**config.mk**
```make
export PLATFORM = sky130hd
export DESIGN_NAME = arp_address_cache
export DESIGN_NICKNAME = d
export VERILOG_FILES = /design/src/rtl/arpc_pkg.sv /design/src/rtl/arpc_ctrl.sv /design/src/rtl/arpc_datapath.sv /design/src/rtl/arp_address_cache.sv
export SDC_FILE = /design/constraint.sdc
export NUM_CORES = 1
export LEC_CHECK = 0
export BUFFER_PORTS_ARGS = -buffer_cell sky130_fd_sc_hd__buf_2
export CAP_MARGIN = 20
export CORE_MARGIN = 4
export CORE_UTILIZATION = 50
export DETAILED_ROUTE_END_ITERATION = 8
export PLACE_DENSITY = 0.71
export SLEW_MARGIN = 15
export SYNTH_ARGS = -nofsm -noshare
export SYNTH_HDL_FRONTEND = slang
export SYNTH_SLANG_ARGS = --single-unit
export TNS_END_PERCENT = 5
```
**constraint.sdc**
```tcl
create_clock -name clk -period 11.04 [get_ports clk]
set_clock_uncertainty 0.1 [all_clocks]
set_input_delay 2.208 -clock clk [delete_from_list [all_inputs] [get_ports clk]]
set_output_delay 2.208 -clock clk [all_outputs]
set_load 0.01 [all_outputs]
```
**src/rtl/arpc_pkg.sv**
```systemverilog
// ----------------------------------------------------------------------------
// arpc_pkg
// Shared types and constants for the ARP address cache: request and result
// payloads, controller commands and status, and the controller state codes.
// ----------------------------------------------------------------------------
package arpc_pkg;

    localparam int unsigned IP_W  = 32;
    localparam int unsigned MAC_W = 48;

    // Request modes
    localparam logic MODE_LOOKUP = 1'b0;
    localparam logic MODE_INSERT = 1'b1;

    // Broadcast pair held in slot 0 after reset
    localparam logic [IP_W-1:0]  BCAST_IP  = {IP_W{1'b1}};
    localparam logic [MAC_W-1:0] BCAST_MAC = {MAC_W{1'b1}};

    typedef struct packed {
        logic             mode;
        logic [IP_W-1:0]  ip_address;
        logic [MAC_W-1:0] mac_address;
    } req_t;

    typedef struct packed {
        logic             hit;
        logic [MAC_W-1:0] mac_found;
    } rsp_t;

    typedef struct packed {
        logic insert;    // write the request pair at the write pointer
        logic load;      // capture lookup key, rewind the scan index
        logic scan;      // scan in progress
        logic emit_hit;  // publish matching MAC
        logic emit_miss; // publish a miss
    } cmd_t;

    typedef struct packed {
        logic match;     // compared slot equals the key
        logic exhausted; // all used slots compared, none matched
    } status_t;

    typedef enum logic [1:0] {
        ST_IDLE = 2'b01,
        ST_SCAN = 2'b10
    } state_t;

endpackage

```
**src/rtl/arpc_ctrl.sv**
```systemverilog
// ----------------------------------------------------------------------------
// arpc_ctrl
// Controller: accepts requests, runs the lookup scan and decides when to
// publish a hit or a miss.
// ----------------------------------------------------------------------------
module arpc_ctrl
    import arpc_pkg::*;
(
    input  logic    clk,
    input  logic    rst_n,
    input  logic    start,
    input  logic    mode,
    input  status_t status,
    output cmd_t    cmd,
    output logic    busy
);

    state_t state_reg;
    state_t state_next;

    always_comb
    begin
        state_next    = state_reg;
        cmd           = '0;
        unique case (state_reg)
            ST_IDLE:
            begin
                if (start)
                begin
                    if (mode == MODE_INSERT)
                    begin
                        cmd.insert = 1'b1;
                    end
                    else
                    begin
                        cmd.load   = 1'b1;
                        state_next = ST_SCAN;
                    end
                end
            end
            ST_SCAN:
            begin
                cmd.scan = 1'b1;
                // first match wins: compares arrive in slot order
                priority if (status.match)
                begin
                    cmd.emit_hit = 1'b1;
                    state_next   = ST_IDLE;
                end
                else if (status.exhausted)
                begin
                    cmd.emit_miss = 1'b1;
                    state_next    = ST_IDLE;
                end
            end
            default:
            begin
                state_next = ST_IDLE;
            end
        endcase
    end

    always_ff @(posedge clk or negedge rst_n)
    begin
        if (!rst_n)
        begin
            state_reg <= ST_IDLE;
        end
        else
        begin
            state_reg <= state_next;
        end
    end

    assign busy = (state_reg != ST_IDLE);

endmodule

```
**src/rtl/arpc_datapath.sv**
```systemverilog
// ----------------------------------------------------------------------------
// arpc_datapath
// Address and MAC stores, write pointer, used count, scan index, comparator
// and result register.
// ----------------------------------------------------------------------------
module arpc_datapath
    import arpc_pkg::*;
#(
    parameter int unsigned ENTRIES = 16
)
(
    input  logic    clk,
    input  logic    rst_n,
    input  req_t    request,
    input  cmd_t    cmd,
    output status_t status,
    output logic    done,
    output rsp_t    result
);

    localparam int unsigned PTR_W = $clog2(ENTRIES);
    localparam int unsigned CNT_W = $clog2(ENTRIES + 1);

    logic [IP_W-1:0]  addr_mem [ENTRIES];
    logic [MAC_W-1:0] mac_mem  [ENTRIES];

    logic [PTR_W-1:0] wp_reg;
    logic [PTR_W-1:0] wp_next;
    logic [CNT_W-1:0] used_reg;
    logic [CNT_W-1:0] used_next;
    logic             slot0_written_reg;
    logic [CNT_W-1:0] idx_reg;
    logic             cmp_valid_reg;
    logic             cmp_zero_reg;
    logic [IP_W-1:0]  key_reg;
    logic [IP_W-1:0]  rd_ip_reg;
    logic [MAC_W-1:0] rd_mac_reg;
    logic             done_reg;
    rsp_t             rsp_reg;
    rsp_t             rsp_next;

    logic             issue;
    logic [IP_W-1:0]  cmp_ip;
    logic [MAC_W-1:0] cmp_mac;
    logic             bcast_slot;

    // Slot 0 reads as the broadcast pair until the pointer first wraps onto it
    assign bcast_slot = cmp_zero_reg && !slot0_written_reg;
    assign cmp_ip     = bcast_slot ? BCAST_IP  : rd_ip_reg;
    assign cmp_mac    = bcast_slot ? BCAST_MAC : rd_mac_reg;

    assign status.match     = cmp_valid_reg && (cmp_ip == key_reg);
    assign status.exhausted = (idx_reg >= used_reg) && !cmp_valid_reg;

    // Stop fetching once a hit has been seen
    assign issue = cmd.scan && !status.match && (idx_reg < used_reg);

    assign wp_next   = (wp_reg == PTR_W'(ENTRIES - 1)) ? '0 : wp_reg + PTR_W'(1);
    assign used_next = (used_reg == CNT_W'(ENTRIES)) ? used_reg : used_reg + CNT_W'(1);

    always_comb
    begin
        rsp_next = rsp_reg;
        priority if (cmd.emit_hit)
        begin
            rsp_next.hit       = 1'b1;
            rsp_next.mac_found = cmp_mac;
        end
        else if (cmd.emit_miss)
        begin
            rsp_next = '0;
        end
    end

    // Control state
    always_ff @(posedge clk or negedge rst_n)
    begin
        if (!rst_n)
        begin
            wp_reg            <= PTR_W'(1);
            used_reg          <= CNT_W'(1);
            slot0_written_reg <= 1'b0;
            idx_reg           <= '0;
            cmp_valid_reg     <= 1'b0;
            done_reg          <= 1'b0;
        end
        else
        begin
            if (cmd.insert)
            begin
                wp_reg   <= wp_next;
                used_reg <= used_next;
                if (wp_reg == '0)
                begin
                    slot0_written_reg <= 1'b1;
                end
            end
            if (cmd.load)
            begin
                idx_reg <= '0;
            end
            else if (issue)
            begin
                idx_reg <= idx_reg + CNT_W'(1);
            end
            cmp_valid_reg <= issue;
            done_reg      <= cmd.emit_hit || cmd.emit_miss;
        end
    end

    // Payload registers
    always_ff @(posedge clk)
    begin
        if (cmd.load)
        begin
            key_reg <= request.ip_address;
        end
        if (issue)
        begin
            cmp_zero_reg <= (idx_reg == '0);
        end
        rsp_reg <= rsp_next;
    end

    // Stores: one write port at the pointer, one registered read at the index
    always_ff @(posedge clk)
    begin
        if (cmd.insert)
        begin
            addr_mem[wp_reg] <= request.ip_address;
            mac_mem[wp_reg]  <= request.mac_address;
        end
        if (issue)
        begin
            rd_ip_reg  <= addr_mem[idx_reg[PTR_W-1:0]];
            rd_mac_reg <= mac_mem[idx_reg[PTR_W-1:0]];
        end
    end

    assign done   = done_reg;
    assign result = rsp_reg;

endmodule

```
**src/rtl/arp_address_cache.sv**
```systemverilog
// ----------------------------------------------------------------------------
// arp_address_cache
// Lookup: the scan compares one slot per cycle, in slot order, through the single
//   read port of the stores until the first match or until all used slots are
//   compared; busy falls as done rises, so the next request can be taken while done is high.
// Insert: no result; inserts can follow each other every cycle while the block is idle.
// Reset: slot 0 holds the broadcast pair, count 1, pointer 1; no clearing
//   pass. The receiver cannot stall; each result is flagged by done for one cycle.
// ----------------------------------------------------------------------------
module arp_address_cache
    import arpc_pkg::*;
#(
    parameter int unsigned ENTRIES = 16
)
(
    input  logic clk,
    input  logic rst_n,
    input  logic start,
    output logic busy,
    input  req_t request,
    output logic done,
    output rsp_t result
);

    // Command and status between controller and datapath
    cmd_t    cmd;
    status_t status;

    // Controller: accept requests, sequence the lookup scan
    arpc_ctrl u_ctrl (
        .clk    (clk),
        .rst_n  (rst_n),
        .start  (start),
        .mode   (request.mode),
        .status (status),
        .cmd    (cmd),
        .busy   (busy)
    );

    // Datapath: stores, pointer, count, comparator, result register
    arpc_datapath #(
        .ENTRIES (ENTRIES)
    ) u_datapath (
        .clk    (clk),
        .rst_n  (rst_n),
        .request(request),
        .cmd    (cmd),
        .status (status),
        .done   (done),
        .result (result)
    );

    // Hit and miss are never published together
    assert property (@(posedge clk) disable iff (!rst_n)
        !(cmd.emit_hit && cmd.emit_miss))
    else $error("hit and miss emitted together");

    // A miss always carries a zero MAC
    assert property (@(posedge clk) disable iff (!rst_n)
        (done && !result.hit) |-> (result.mac_found == '0))
    else $error("miss with nonzero MAC");

    // Results never come in consecutive cycles
    assert property (@(posedge clk) disable iff (!rst_n)
        done |=> !done)
    else $error("back-to-back results");

    // An insert never makes the block busy
    assert property (@(posedge clk) disable iff (!rst_n)
        (start && !busy && request.mode == MODE_INSERT) |=> !busy)
    else $error("insert left block busy");

    // Busy rises only after an accepted lookup
    assert property (@(posedge clk) disable iff (!rst_n)
        $rose(busy) |-> $past(start && request.mode == MODE_LOOKUP))
    else $error("busy without lookup request");

endmodule
```
==> impl_summary.log <==
[metrics] path category of the worst min-delay check: flip-flop to flip-flop
[metrics] Total Neg Setup Slack: 0 ns
[metrics] maximum clock rate: 179 MHz
[metrics] worst setup slack for register-to-register paths: 5.47 ns
[metrics] Worst slew margin: 0.320
[metrics] Crit path required time: 11.31 ns
[metrics] worst-skew pair later-pin latency: 0.74 ns
[metrics] Netlist cell types: 53
[metrics] Max IR drop VDD: 0.156 mV
[metrics] met2 global-route usage: 0.343
[metrics] number of buffers inserted by hold repair at cts: 0
[metrics] crit path kind: flip-flop to flip-flop
[metrics] starting density of the core: 0.505
[metrics] combined area of all synthesized cells: 55,200 um^2
[metrics] largest net degree at the start of global routing: 66
[metrics] syn nets: 2,395
[metrics] final number of setup-violating endpoints: 0
[metrics] drt via density: 6.17
[metrics] number of port buffers: 134
[metrics] met3 Usage GRT: 0.0385
[metrics] buffers from clock root to sink, at most: 3
[metrics] fraction of final layout cells with drive strength greater than 1: 0.318
[metrics] worst reg2reg path startpoint: u_datapath.cmp_zero_reg
[metrics] worst hold start: u_datapath.result[48]
[metrics] flop and latch count out of synthesis: 1,461
[metrics] detailed router's first-iteration violation count: 2,906
[metrics] I/O pin cnt: 135
[metrics] global-route wire length before repair: 181,000 um
[metrics] antenna violations before repair: 16
[metrics] post-cts repair resize count: 0
[metrics] Worst Setup Start Kind: flip-flop
[metrics] post-detailed-route wirelength per cell: 29.6 um
[metrics] DP Wirelength: 63,600 um
[metrics] clock period minus final worst setup slack: 5.57 ns
[metrics] power per standard cell area: 206 nW/um^2
[metrics] most used routing layer: met2
[metrics] capturing element of the worst setup path: u_datapath.rd_ip_reg[1]
[metrics] cell taking the most area after synthesis: edfxtp_1
[metrics] total routing resource utilization after global routing: 0.213
[metrics] Async S/R FF share, synth: 0.0130
[metrics] Routed Wire Length: 122,000 um
[metrics] max-capacitance violation count: 0
[metrics] clk sink count: 1,461
[metrics] core region area: 109,000 um^2
[metrics] pins over their slew limit: 0
[metrics] number of flip-flops in the largest register: 768
[metrics] number of core rows: 121
[metrics] die area: 116,000 um^2
[metrics] detailed-routing iteration count for the pre-antenna-repair pass: 5
[metrics] Seq/Total Area, Yosys: 0.793
[metrics] depth of the CTS H-tree: 4
[metrics] largest register by flop count: u_datapath.mac_mem
[metrics] count of cells along the worst register-to-register path: 9
[metrics] Main synth FF type: edfxtp_1
[metrics] Final Wtd Congestion: 0.825
[metrics] hold violation count in the final report: 0
[metrics] leakage power summed over all cells: 19.1 nW
[metrics] total grt overflow: 0
[metrics] commonest non-fill, non-tap cells in the layout: edfxtp_1, mux4_2, clkbuf_16
[metrics] period utilization: 0.505
[metrics] synthesized area divided by synthesized cell count: 24.0 um^2
[metrics] clock root buffer master: clkbuf_16
[metrics] total vias in the final route: 25,400
[metrics] TritonCTS clock tree: built
[metrics] number of global-route vias before repair: 26,700
[metrics] status: finished clean
[metrics] height of the die: 340 um
[metrics] number of flops mapped to enable cells by yosys: 1,441
[metrics] Horiz. Die Dim: 340 um
[metrics] fillers: 7,592
[metrics] highest net fanout along the worst path: 65
[metrics] number of nets with antenna violations after routing: 0
[metrics] transition time at the pin with the least slew margin: 1.01 ns
[metrics] met1 layer usage reported by global route: 0.308
[metrics] setup repair after global routing missed its margin: no
[metrics] share of Yosys cell area claimed by the top area cell type: 0.784
[metrics] cell depth of the worst hold path: 2
[metrics] post-synthesis instance total: 2,298
[metrics] CTS clock-pin slew for the worst setup and hold paths: 0.06 ns
[metrics] number of CTS-inserted buffers: 142
[metrics] Final nets: 2,617
[metrics] most common library cell in the layout ignoring fill and taps: edfxtp_1
[metrics] Crit path arrival time: 5.84 ns
[metrics] cell types occupying the most area after synthesis: edfxtp_1, mux4_2, dfrtp_1
[metrics] DRC Markers: 0
[metrics] beginning of the critical path: u_datapath.cmp_zero_reg
[metrics] area grow syn2layout: 13.0%
[metrics] number of buffers added for setup after CTS: 0
[metrics] number of warning messages in the yosys log: 0
[metrics] endpoint class of the critical path: flip-flop
[metrics] total power consumption of the routed design: 12.8 mW
[metrics] Reg2Reg Capture Point: u_datapath.rd_ip_reg[1]
worst min-delay path by stage:
stage,slack [ns],endpoint
3_3_place_gp,0.38,u_datapath.used_reg[3]
2_1_floorplan,0.37,u_datapath.used_reg[3]
4_1_cts,0.41,u_datapath.result[48]
5_1_grt,0.41,u_datapath.result[48]
6_report,0.40,u_datapath.result[48]
3_5_place_dp,0.40,u_datapath.result[48]
routing by layer:
metal	routed length, um	up-vias	share of wire
met5	101	-	0.00083
met3	9360	218	0.077
met1	49400	13700	0.41
met2	60500	1199	0.50
li1	-	10300	-
met4	2570	14	0.021
Yosys cell counts (all sizes together) (2+ instances only):
cell / n
ha: 13
nand2b: 2
clkbuf: 68
or2: 8
o21ai: 19
or4: 3
nand2: 22
or3: 4
o22ai: 5
a21o: 3
a2111oi: 6
dfstp: 3
nor4b: 2
a31oi: 8
inv: 23
xnor2: 5
a21oi: 7
nor3: 10
xor2: 8
nand3b: 2
edfxtp: 1441
and2: 2
nand4: 9
buf: 41
a31o: 2
o211ai: 4
nor2: 105
o21a: 3
and3: 6
dfrtp: 16
nor2b: 7
o21bai: 4
nand3: 10
o41ai: 8
nor4: 5
mux4: 400
nand4b: 5
where the power goes:
group,total (mW),switching [mW],internal [mW]
Clock,4.65,1.99,2.66
Combinational,1.74,0.881,0.857
Sequential,6.45,0.106,6.35
kinds of logic (layout without fill, tap and decap cells):
group | after synthesis | count (layout) | synth area share
flops | 1461 | 1461 | 0.793
mux | 400 | 400 | 0.163
simple gates | 204 | 204 | 0.0188
buf+inv | 132 | 470 | 0.00968
compound gates | 75 | 75 | 0.00966
fa+ha+maj | 13 | 13 | 0.00295
xor+xnor | 13 | 13 | 0.00206
other cells | 0 | 8 | 0
through the flow:
step	setup slack, ns	hold WS, ns	instances	utilization	instance area (um^2)
2_1_floorplan	0.101	0.367	2298	-	55200
5_1_grt	5.23	0.409	4113	0.571	62300
4_1_cts	5.07	0.407	4109	0.570	62200
3_5_place_dp	5.06	0.398	3849	0.529	57800
3_3_place_gp	5.31	0.382	3849	0.529	57800
6_report	5.47	0.399	4120	0.571	62300
worst max-delay path, cell delays in order, from the launching register on:
cell,delay [ns]
edfxtp_1,0.44
nor2b_4,0.73
buf_4,0.87
a21o_1,0.15
a22oi_1,0.10
or4_1,0.56
nor4b_2,0.85
a21oi_4,0.43
buf_4,0.45
buf_4,0.46
area by class of cell:
class / count / area, um^2 / area share
tap: 1476 / 1850 / 0.0296
antenna: 8 / 20.0 / 0.000321
inverter: 23 / 91.3 / 0.00147
multi-input combinational: 705 / 11000 / 0.176
clock buffer: 165 / 3750 / 0.0601
timing repair buffer: 187 / 1120 / 0.0180
clock inverter: 95 / 731 / 0.0117
sequential: 1461 / 43800 / 0.702
Note: power is estimated with default switching activity, not from simulation.
